[src/rtl/ipsp_pkg.sv]
// Package for the patch stream parser: phase and status codes, format codes,
// magic and terminator constants, and the result word type.
// No dependencies; every other file of the block but ipsp_if imports it.
package ipsp_pkg;

  localparam int unsigned RecordCap = 4096;
  localparam int unsigned CountW    = 17;

  // Parser phases.
  localparam logic [2:0] PH_MAGIC = 3'd0;
  localparam logic [2:0] PH_OFF   = 3'd1;
  localparam logic [2:0] PH_SIZE  = 3'd2;
  localparam logic [2:0] PH_RUN   = 3'd3;
  localparam logic [2:0] PH_FILL  = 3'd4;
  localparam logic [2:0] PH_DATA  = 3'd5;
  localparam logic [2:0] PH_DRAIN = 3'd6;

  // Summary status codes.
  localparam logic [2:0] ST_OK        = 3'd0;
  localparam logic [2:0] ST_MAGIC     = 3'd1;
  localparam logic [2:0] ST_TRUNC_HDR = 3'd2;
  localparam logic [2:0] ST_TRUNC_RUN = 3'd3;
  localparam logic [2:0] ST_TRUNC_DAT = 3'd4;
  localparam logic [2:0] ST_CAP       = 3'd5;
  localparam logic [2:0] ST_NO_TERM   = 3'd6;

  // Patch formats.
  localparam logic [1:0] FMT_NONE    = 2'd0;
  localparam logic [1:0] FMT_CLASSIC = 2'd1;
  localparam logic [1:0] FMT_WIDE    = 2'd2;

  // Item kinds.
  localparam logic KIND_RECORD  = 1'b0;
  localparam logic KIND_SUMMARY = 1'b1;

  localparam logic [31:0] TERM_CLASSIC = 32'h0045_4F46;  // "EOF"
  localparam logic [31:0] TERM_WIDE    = 32'h4545_4F46;  // "EEOF"
  localparam logic [CountW-1:0] CAP_COUNT = CountW'(RecordCap);

  typedef struct packed {
    logic        item_kind;
    logic [31:0] record_offset;
    logic [15:0] record_length;
    logic        run_record;
    logic [7:0]  fill_value;
    logic [2:0]  parse_status;
    logic [1:0]  patch_format;
    logic [31:0] lowest_offset;
    logic [32:0] highest_end;
    logic [31:0] byte_total;
    logic [CountW-1:0] records_seen;
  } res_t;

  // Results produced by one accepted byte: none, one or two.
  typedef struct packed {
    logic [1:0] count;
    res_t       first;
    res_t       second;
  } push_t;

  // "PATCH"
  function automatic logic [7:0] magic_classic(input logic [2:0] idx);
    logic [7:0] v;
    unique case (idx)
      3'd0:    v = 8'h50;
      3'd1:    v = 8'h41;
      3'd2:    v = 8'h54;
      3'd3:    v = 8'h43;
      default: v = 8'h48;
    endcase
    return v;
  endfunction

  // "IPS32"
  function automatic logic [7:0] magic_wide(input logic [2:0] idx);
    logic [7:0] v;
    unique case (idx)
      3'd0:    v = 8'h49;
      3'd1:    v = 8'h50;
      3'd2:    v = 8'h53;
      3'd3:    v = 8'h33;
      default: v = 8'h32;
    endcase
    return v;
  endfunction

endpackage

[src/rtl/ipsp_if.sv]
// Valid/ready channel interfaces of the patch stream parser: the byte input
// and the result output. The field widths are written out, not taken from ipsp_pkg.
interface ipsp_in_if;
  logic       valid;
  logic       ready;
  logic [7:0] byte_value;
  logic       last_byte;

  modport source (output valid, output byte_value, output last_byte, input ready);
  modport sink (input valid, input byte_value, input last_byte, output ready);
endinterface

interface ipsp_out_if;
  logic        valid;
  logic        ready;
  logic        item_kind;
  logic [31:0] record_offset;
  logic [15:0] record_length;
  logic        run_record;
  logic [7:0]  fill_value;
  logic [2:0]  parse_status;
  logic [1:0]  patch_format;
  logic [31:0] lowest_offset;
  logic [32:0] highest_end;
  logic [31:0] byte_total;
  logic [16:0] records_seen;

  modport source (
    output valid, output item_kind, output record_offset, output record_length,
    output run_record, output fill_value, output parse_status, output patch_format,
    output lowest_offset, output highest_end, output byte_total, output records_seen,
    input ready
  );
  modport sink (
    input valid, input item_kind, input record_offset, input record_length,
    input run_record, input fill_value, input parse_status, input patch_format,
    input lowest_offset, input highest_end, input byte_total, input records_seen,
    output ready
  );
endinterface

[src/rtl/ips_patch_stream_parser.sv]
// Streaming parser for classic and 32-bit patch files, one byte per word.
// Throughput: one byte per cycle while the result queue has room; a byte that
// yields two words (a record and a summary) writes both into the four-word queue.
// A result word is written into the queue registers and leaves after any earlier words.
// Reset (rst, synchronous, active high) returns the parser to the magic
// phase with cleared statistics and empties the result queue.
module ips_patch_stream_parser (
  input  logic       clk,
  input  logic       rst,
  ipsp_in_if.sink    patch,
  ipsp_out_if.source result
);
  import ipsp_pkg::*;

  push_t push;
  logic  room;
  logic  accept;

  // A byte is taken whenever the queue can hold the two words it may
  // produce, so the input keeps flowing while earlier results wait. No byte
  // is taken while reset is held.
  assign patch.ready = room && !rst;
  assign accept      = patch.valid && patch.ready;

  // Magic check, field assembly, record bookkeeping and summary building
  // all happen in the cycle the byte is accepted.
  ipsp_core u_core (
    .clk        (clk),
    .rst        (rst),
    .accept     (accept),
    .byte_value (patch.byte_value),
    .last_byte  (patch.last_byte),
    .push       (push)
  );

  // Result words leave one per cycle from the queue registers while the receiver is ready.
  ipsp_queue u_queue (
    .clk    (clk),
    .rst    (rst),
    .push   (push),
    .room   (room),
    .result (result)
  );

endmodule

[src/rtl/ipsp_core.sv]
// Parser state and per-byte update logic. Produces up to two result words
// per accepted byte. Depends on ipsp_pkg.
module ipsp_core (
  input  logic           clk,
  input  logic           rst,
  input  logic           accept,
  input  logic [7:0]     byte_value,
  input  logic           last_byte,
  output ipsp_pkg::push_t push
);
  import ipsp_pkg::*;

  logic [2:0]  phase, phase_next;
  logic [15:0] field_counter, field_counter_next;
  logic [1:0]  format_reg, format_reg_next;
  logic [1:0]  magic_match, magic_match_next;
  logic [31:0] offset_accum, offset_accum_next;
  logic [15:0] size_accum, size_accum_next;
  logic [31:0] min_reg, min_reg_next;
  logic [32:0] max_reg, max_reg_next;
  logic [31:0] total_reg, total_reg_next;
  logic [CountW-1:0] count_reg, count_reg_next;

  logic        emit_rec, emit_sum, rec_run;
  logic [7:0]  rec_fill;
  logic [2:0]  sum_status;
  logic [15:0] cnt_inc, cnt_dec;
  logic [2:0]  magic_idx;
  logic [1:0]  mm;
  logic [31:0] off_new;
  logic [15:0] size_new;
  logic [15:0] off_len;
  logic [31:0] term;
  logic [32:0] rec_end;
  res_t        rec_item, sum_item;

  always_comb begin
    phase_next         = phase;
    field_counter_next = field_counter;
    format_reg_next    = format_reg;
    magic_match_next   = magic_match;
    offset_accum_next  = offset_accum;
    size_accum_next    = size_accum;
    emit_rec           = 1'b0;
    emit_sum           = 1'b0;
    rec_run            = 1'b0;
    rec_fill           = 8'd0;
    sum_status         = ST_OK;

    cnt_inc   = field_counter + 16'd1;
    cnt_dec   = (field_counter != 16'd0) ? field_counter - 16'd1 : 16'd0;
    magic_idx = (field_counter < 16'd5) ? field_counter[2:0] : 3'd4;
    mm        = magic_match & {byte_value == magic_wide(magic_idx),
                               byte_value == magic_classic(magic_idx)};
    off_new   = {offset_accum[23:0], byte_value};
    size_new  = {size_accum[7:0], byte_value};
    off_len   = (format_reg == FMT_WIDE) ? 16'd4 : 16'd3;
    term      = (format_reg == FMT_WIDE) ? TERM_WIDE : TERM_CLASSIC;

    unique case (phase)
      PH_MAGIC: begin
        field_counter_next = cnt_inc;
        magic_match_next   = mm;
        if (mm == 2'b00) begin
          emit_sum   = 1'b1;
          sum_status = ST_MAGIC;
        end else if (cnt_inc >= 16'd5) begin
          format_reg_next    = mm[0] ? FMT_CLASSIC : FMT_WIDE;
          phase_next         = PH_OFF;
          field_counter_next = 16'd0;
          offset_accum_next  = 32'd0;
          if (last_byte) begin
            emit_sum   = 1'b1;
            sum_status = ST_NO_TERM;
          end
        end else if (last_byte) begin
          emit_sum   = 1'b1;
          sum_status = ST_MAGIC;
        end
      end
      PH_OFF: begin
        offset_accum_next  = off_new;
        field_counter_next = cnt_inc;
        if (cnt_inc >= off_len && off_new == term) begin
          emit_sum   = 1'b1;
          sum_status = ST_OK;
        end else begin
          if (cnt_inc >= off_len) begin
            phase_next         = PH_SIZE;
            field_counter_next = 16'd0;
            size_accum_next    = 16'd0;
          end
          if (last_byte) begin
            emit_sum   = 1'b1;
            sum_status = ST_TRUNC_HDR;
          end
        end
      end
      PH_SIZE: begin
        size_accum_next    = size_new;
        field_counter_next = cnt_inc;
        if (cnt_inc >= 16'd2) begin
          if (count_reg >= CAP_COUNT) begin
            emit_sum   = 1'b1;
            sum_status = ST_CAP;
          end else if (size_new == 16'd0) begin
            phase_next         = PH_RUN;
            field_counter_next = 16'd0;
            if (last_byte) begin
              emit_sum   = 1'b1;
              sum_status = ST_TRUNC_RUN;
            end
          end else begin
            phase_next         = PH_DATA;
            field_counter_next = size_new;
            if (last_byte) begin
              emit_sum   = 1'b1;
              sum_status = ST_TRUNC_DAT;
            end
          end
        end else if (last_byte) begin
          emit_sum   = 1'b1;
          sum_status = ST_TRUNC_HDR;
        end
      end
      PH_RUN: begin
        size_accum_next    = size_new;
        field_counter_next = cnt_inc;
        if (cnt_inc >= 16'd2) begin
          phase_next = PH_FILL;
        end
        if (last_byte) begin
          emit_sum   = 1'b1;
          sum_status = ST_TRUNC_RUN;
        end
      end
      PH_FILL: begin
        emit_rec = 1'b1;
        rec_run  = 1'b1;
        rec_fill = byte_value;
        if (last_byte) begin
          emit_sum   = 1'b1;
          sum_status = ST_NO_TERM;
        end
      end
      PH_DATA: begin
        field_counter_next = cnt_dec;
        if (cnt_dec == 16'd0) begin
          emit_rec = 1'b1;
          if (last_byte) begin
            emit_sum   = 1'b1;
            sum_status = ST_NO_TERM;
          end
        end else if (last_byte) begin
          emit_sum   = 1'b1;
          sum_status = ST_TRUNC_DAT;
        end
      end
      default: begin
        // Draining after a summary: nothing to do until the final byte.
      end
    endcase

    // A completed record folds into the running statistics.
    rec_end        = {1'b0, offset_accum} + {17'd0, size_accum};
    min_reg_next   = min_reg;
    max_reg_next   = max_reg;
    total_reg_next = total_reg;
    count_reg_next = count_reg;
    if (emit_rec) begin
      if (offset_accum < min_reg) begin
        min_reg_next = offset_accum;
      end
      if (rec_end > max_reg) begin
        max_reg_next = rec_end;
      end
      total_reg_next     = total_reg + {16'd0, size_accum};
      count_reg_next     = count_reg + CountW'(1);
      phase_next         = PH_OFF;
      field_counter_next = 16'd0;
      offset_accum_next  = 32'd0;
      size_accum_next    = 16'd0;
    end

    rec_item               = '0;
    rec_item.item_kind     = KIND_RECORD;
    rec_item.record_offset = offset_accum;
    rec_item.record_length = size_accum;
    rec_item.run_record    = rec_run;
    rec_item.fill_value    = rec_fill;

    sum_item               = '0;
    sum_item.item_kind     = KIND_SUMMARY;
    sum_item.parse_status  = sum_status;
    sum_item.patch_format  = format_reg_next;
    sum_item.lowest_offset = (count_reg_next == '0) ? 32'd0 : min_reg_next;
    sum_item.highest_end   = max_reg_next;
    sum_item.byte_total    = total_reg_next;
    sum_item.records_seen  = count_reg_next;

    if (emit_sum) begin
      phase_next = PH_DRAIN;
    end

    // The final byte always returns the parser to its reset state.
    if (last_byte && (emit_sum || phase == PH_DRAIN)) begin
      phase_next         = PH_MAGIC;
      field_counter_next = 16'd0;
      format_reg_next    = FMT_NONE;
      magic_match_next   = 2'b11;
      offset_accum_next  = 32'd0;
      size_accum_next    = 16'd0;
      min_reg_next       = '1;
      max_reg_next       = 33'd0;
      total_reg_next     = 32'd0;
      count_reg_next     = '0;
    end

    push.count  = accept ? {emit_rec & emit_sum, emit_rec ^ emit_sum} : 2'd0;
    push.first  = emit_rec ? rec_item : sum_item;
    push.second = sum_item;
  end

  always_ff @(posedge clk) begin
    if (rst) begin
      phase         <= PH_MAGIC;
      field_counter <= 16'd0;
      format_reg    <= FMT_NONE;
      magic_match   <= 2'b11;
      offset_accum  <= 32'd0;
      size_accum    <= 16'd0;
      min_reg       <= '1;
      max_reg       <= 33'd0;
      total_reg     <= 32'd0;
      count_reg     <= '0;
    end else if (accept) begin
      phase         <= phase_next;
      field_counter <= field_counter_next;
      format_reg    <= format_reg_next;
      magic_match   <= magic_match_next;
      offset_accum  <= offset_accum_next;
      size_accum    <= size_accum_next;
      min_reg       <= min_reg_next;
      max_reg       <= max_reg_next;
      total_reg     <= total_reg_next;
      count_reg     <= count_reg_next;
    end
  end

endmodule

[src/rtl/ipsp_queue.sv]
// Four-word result queue: takes up to two words per cycle from the parser
// and hands one word per cycle to the output channel while it is ready. Depends on ipsp_pkg.
module ipsp_queue (
  input  logic            clk,
  input  logic            rst,
  input  ipsp_pkg::push_t push,
  output logic            room,
  ipsp_out_if.source      result
);
  import ipsp_pkg::*;

  res_t       mem [4];
  logic [1:0] wr_ptr, rd_ptr;
  logic [2:0] count, count_next;
  logic       pop;
  res_t       head;

  assign pop        = result.valid && result.ready;
  assign count_next = count + {1'b0, push.count} - {2'b00, pop};
  // Room for the worst case of two words from the next byte.
  assign room       = (count <= 3'd2);
  assign head       = mem[rd_ptr];

  always_ff @(posedge clk) begin
    if (rst) begin
      wr_ptr <= 2'd0;
      rd_ptr <= 2'd0;
      count  <= 3'd0;
    end else begin
      wr_ptr <= wr_ptr + push.count;
      rd_ptr <= rd_ptr + {1'b0, pop};
      count  <= count_next;
    end
  end

  always_ff @(posedge clk) begin
    if (push.count != 2'd0) begin
      mem[wr_ptr] <= push.first;
    end
    if (push.count == 2'd2) begin
      mem[wr_ptr + 2'd1] <= push.second;
    end
  end

  assign result.valid         = (count != 3'd0);
  assign result.item_kind     = head.item_kind;
  assign result.record_offset = head.record_offset;
  assign result.record_length = head.record_length;
  assign result.run_record    = head.run_record;
  assign result.fill_value    = head.fill_value;
  assign result.parse_status  = head.parse_status;
  assign result.patch_format  = head.patch_format;
  assign result.lowest_offset = head.lowest_offset;
  assign result.highest_end   = head.highest_end;
  assign result.byte_total    = head.byte_total;
  assign result.records_seen  = head.records_seen;

endmodule

[src/flat_wrapper.sv]
// flat-port wrapper written by rule: the top's interface ports become plain ports
module ips_patch_stream_parser_flat import ipsp_pkg::*;
  (clk, rst, patch_valid, patch_byte_value, patch_last_byte, patch_ready, result_valid, result_item_kind, result_record_offset, result_record_length, result_run_record, result_fill_value, result_parse_status, result_patch_format, result_lowest_offset, result_highest_end, result_byte_total, result_records_seen, result_ready);
  ipsp_in_if patch_i ();
  ipsp_out_if result_i ();
  input  logic clk;
  input  logic rst;
  input wire logic [$bits(patch_i.valid)-1:0] patch_valid;
  input wire logic [$bits(patch_i.byte_value)-1:0] patch_byte_value;
  input wire logic [$bits(patch_i.last_byte)-1:0] patch_last_byte;
  output wire logic [$bits(patch_i.ready)-1:0] patch_ready;
  output wire logic [$bits(result_i.valid)-1:0] result_valid;
  output wire logic [$bits(result_i.item_kind)-1:0] result_item_kind;
  output wire logic [$bits(result_i.record_offset)-1:0] result_record_offset;
  output wire logic [$bits(result_i.record_length)-1:0] result_record_length;
  output wire logic [$bits(result_i.run_record)-1:0] result_run_record;
  output wire logic [$bits(result_i.fill_value)-1:0] result_fill_value;
  output wire logic [$bits(result_i.parse_status)-1:0] result_parse_status;
  output wire logic [$bits(result_i.patch_format)-1:0] result_patch_format;
  output wire logic [$bits(result_i.lowest_offset)-1:0] result_lowest_offset;
  output wire logic [$bits(result_i.highest_end)-1:0] result_highest_end;
  output wire logic [$bits(result_i.byte_total)-1:0] result_byte_total;
  output wire logic [$bits(result_i.records_seen)-1:0] result_records_seen;
  input wire logic [$bits(result_i.ready)-1:0] result_ready;
  assign patch_i.valid = patch_valid;
  assign patch_i.byte_value = patch_byte_value;
  assign patch_i.last_byte = patch_last_byte;
  assign patch_ready = patch_i.ready;
  assign result_valid = result_i.valid;
  assign result_item_kind = result_i.item_kind;
  assign result_record_offset = result_i.record_offset;
  assign result_record_length = result_i.record_length;
  assign result_run_record = result_i.run_record;
  assign result_fill_value = result_i.fill_value;
  assign result_parse_status = result_i.parse_status;
  assign result_patch_format = result_i.patch_format;
  assign result_lowest_offset = result_i.lowest_offset;
  assign result_highest_end = result_i.highest_end;
  assign result_byte_total = result_i.byte_total;
  assign result_records_seen = result_i.records_seen;
  assign result_i.ready = result_ready;
  ips_patch_stream_parser u_core (.clk(clk), .rst(rst), .patch(patch_i), .result(result_i));
endmodule
[config.mk]
export PLATFORM = sky130hd
export DESIGN_NAME = ips_patch_stream_parser_flat
export DESIGN_NICKNAME = d
export VERILOG_FILES = /design/src/rtl/ipsp_pkg.sv /design/src/rtl/ipsp_if.sv /design/src/rtl/ips_patch_stream_parser.sv /design/src/rtl/ipsp_core.sv /design/src/rtl/ipsp_queue.sv /design/src/flat_wrapper.sv
export SDC_FILE = /design/constraint.sdc
export NUM_CORES = 2
export LEC_CHECK = 0
export BUFFER_PORTS_ARGS = -buffer_cell sky130_fd_sc_hd__buf_2
export CORE_UTILIZATION = 32
export DETAILED_ROUTE_END_ITERATION = 12
export HOLD_SLACK_MARGIN = 0.1
export PLACE_DENSITY = 0.48
export SLEW_MARGIN = 25
export SYNTH_ARGS = -nofsm -noshare
export SYNTH_HDL_FRONTEND = slang
export SYNTH_SLANG_ARGS = --single-unit
[constraint.sdc]
create_clock -name clk -period 15.1 [get_ports clk]
set_input_delay 2.265 -clock clk [delete_from_list [all_inputs] [get_ports clk]]
set_output_delay 2.265 -clock clk [all_outputs]
set_load 0.005 [all_outputs]
==> impl_metrics.ini <==
[final_layout]
ff_latch_area_mm2 = 0.02279
multiInputGateArea_mm2 = 0.02013
fin_nets = 4322
largest_register_ffs = 708
fillers = 13589
syn_to_final_growth_pct = 13.61
layout-drive-gt1-share_pct = 16.61
finish.instance_area_mm2 = 0.05049
antenna_cells = 0
fin_util_pct = 36.68

[logic_synthesis]
ys_ff_latch = 900
synth_flop_cell = edfxtp_1
synth_top_area_share_pct = 32.16
syn_inst = 4176
yosysWarnings = 0
synth_cell_types = 93
syn_area_mm2 = 0.04444
synthArstFlopShare_pct = 0
yosysTopAreaCell = edfxtp_1
synth_edf_count = 476
synth_area_leaders = edfxtp_1 (32%), dfxtp_1 (19%), mux4_2 (9.0%), o21ai_0 (5.9%), nand3_1 (3.3%)
yosysSeqAreaShare_pct = 51.26
syn_nets = 4305
avgSynthCellArea_um2 = 10.64
synth_most_common_cell = o21ai_0
synth_common_cells = o21ai_0 (526), edfxtp_1 (476), dfxtp_1 (424)

[critical_path]
r2r_slack_ns = 6.89
cp-start-kind = register
arrival_ns = 8.55
crit_type = register to register
rr_endpoint = u_core.u_queue.mem[0][72]
cp-startpoint = u_core.u_core.field_counter[0]
crit_end = u_core.u_queue.mem[0][72]
ff2ff_path_depth = 15
critPathCaptureType = register
cp.required_ns = 15.44
critPathMaxFanout = 60
timing.rr.start = u_core.u_core.field_counter[0]

[sta]
setup_viol = 0
hold_violations = 0
setup_ws_ns = 6.887
clock.fmax_mhz = 121.8
post-route-period-util_pct = 54.39
setup_tns_ns = 0
period_minus_slack_ns = 8.213
finClkSkew_ns = 0.04311
slew_viol_final = 0
rsz0062_at_grt = false
tightestPinTransition_ns = 1.138
relSlewSlack_pct = 24.11

[clocking]
clock_latency_ns = 0.73
clockRootBuffer = clkbuf_16
cts_tree = done
clk_path_buf_depth = 3
cts_made_buffers = 99
path_clk_slew_ns = 0.06
cts_setup_buffers = 0
htreeDepth = 3
cts-resized-gates = 0
numClockSinks = 900
hold_buffers = 0

[power]
switching_share_pct = 28.38
comb_power_share_pct = 17.3
clkPwrFrac_pct = 40.1
p_leak_uw = 0.01771
irDropWorstVdd_uv = 84.05
seqPwrFrac_pct = 42.6
power.density_mw_per_mm2 = 125.3
p_int_uw = 4531
switching_power_uw = 1795

[drt]
ant_nets = 0
viasPerCell = 5.638
drt-total-wl_um = 153900
drc_errors = 0
first_iter_violations = 3525
first_pass_iters = 5
vias = 34245
drt-wirelength-per-cell_um = 25.34

[grt]
grt_pass1_vias = 33284
grt_max_degree = 115
use_met2_pct = 33.28
globalRouteOverflowTotal = 0
grt_pass1_wl_um = 225700
gr-max-usage-layer = met2
grtUsageTotal_pct = 21.49
grtUsageMet1_pct = 30.16
antenna_found_initial = 10
met3_usage_pct = 3.958

[placed_design]
place_area_mm2 = 0.04710
place_congestion = 0.8457
port_buffers = 191
post-place-ws_ns = 6.303
dp.final_hpwl_um = 97570

[hold_path]
hold_path.class = register to register

[floorplanning]
die_y_um = 374.7
die_x_um = 374.7
die-area_mm2 = 0.1404
placementRows = 136
coreArea_mm2 = 0.1377
start_util_pct = 32.28
ios = 192

[status]
status = completed

[run]
drv_cap = 0
cell type report:
class                      instances  share of cell area, %
sequential                       900                  45.13
clock buffer                     130                  5.419
timing repair buffer             265                  3.065
clock inverter                    58                  1.271
multi-input combinational       2820                  39.87
tap                             1794                  4.445
inverter                         107                 0.7954
power groups by stage:
stage	Combinational (uW)	Sequential, uW	Clock, uW
after CTS	1120	2700	2580
after global routing	1170	2710	2670
after floorplan	671	2720	0
final	1090	2700	2540
after global placement	1110	2750	0
after detailed placement	1110	2750	0
kinds of logic after synthesis:
family	share of synthesized area (%)
mux	10.28
xor+xnor	1.478
fa+ha+maj	3.316
flops	51.26
compound gates	16.59
buf+inv	4.043
simple gates	13.03
critical path, cell delays in order, from the launching register on:
cell	delay (ns)
dfxtp_1	0.46
inv_1	0.29
ha_1	0.30
nor3b_2	0.37
nand2_1	0.25
a211oi_1	0.40
and3_1	0.39
nand4_4	0.31
nand2_4	0.65
ha_1	0.30
nand2_1	0.13
nor2_1	0.69
nand3_4	0.87
nand2_4	0.92
buf_4	0.75
buf_4	0.71
how the worst min path moves through the flow:
stage / startpoint / endpoint / depth (start not counted)
finish: u_core.u_queue.mem[2][176] / u_core.u_queue.mem[2][176] / 2
global route: u_core.u_queue.mem[0][176] / u_core.u_queue.mem[0][176] / 2
CTS: u_core.u_queue.mem[2][176] / u_core.u_queue.mem[2][176] / 2
detailed placement: u_core.u_queue.mem[2][176] / u_core.u_queue.mem[2][176] / 2
global placement: u_core.u_queue.mem[2][176] / u_core.u_queue.mem[2][176] / 2
floorplan: u_core.u_queue.mem[2][176] / u_core.u_queue.mem[2][176] / 2
stage by stage:
| step | total power [uW] | hold slack (ns) | instances |
|---|---|---|---|
| 2_1_floorplan | 3392 | 0.4185 | 4176 |
| 3_5_place_dp | 3866 | 0.4391 | 5886 |
| 4_1_cts | 6397 | 0.4431 | 6074 |
| 3_3_place_gp | 3863 | 0.4294 | 5884 |
| 5_1_grt | 6551 | 0.4608 | 6074 |
| 6_report | 6327 | 0.4424 | 6074 |
per-layer routing:
| layer | share of wire (%) | vias to the layer above |
|---|---|---|
| met1 | 45 | 17158 |
| met5 | 0 | - |
| met2 | 45 | 1189 |
| met3 | 7.1 | 197 |
| li1 | - | 15701 |
| met4 | 2.8 | 0 |
cell usage in the layout (no fill, tap or decap), drive strengths merged, types with 12 or more instances in the layout:
| cell | Yosys | final |
|---|---|---|
| a21oi | 147 | 147 |
| nand2 | 334 | 334 |
| nor2b | 19 | 19 |
| o21ai | 532 | 532 |
| o31ai | 77 | 77 |
| or3 | 17 | 17 |
| nand4 | 33 | 33 |
| a22o | 106 | 106 |
| a31oi | 22 | 22 |
| clkinv | 0 | 40 |
| o21a | 15 | 15 |
| nor4 | 16 | 16 |
| mux2i | 39 | 39 |
| a21o | 33 | 33 |
| ha | 113 | 113 |
| nand3 | 292 | 292 |
| edfxtp | 476 | 476 |
| nor2 | 352 | 352 |
| buf | 67 | 265 |
| mux4 | 177 | 177 |
| and2 | 14 | 14 |
| o22a | 34 | 34 |
| nor3 | 72 | 72 |
| a32o | 24 | 24 |
| o22ai | 52 | 52 |
| xnor2 | 40 | 40 |
| nand2b | 38 | 38 |
| xor2 | 35 | 35 |
| and3 | 18 | 18 |
| dfxtp | 424 | 424 |
| clkbuf | 282 | 130 |
| or2 | 12 | 12 |
| inv | 107 | 111 |
Note: power is estimated with default switching activity, not from simulation.
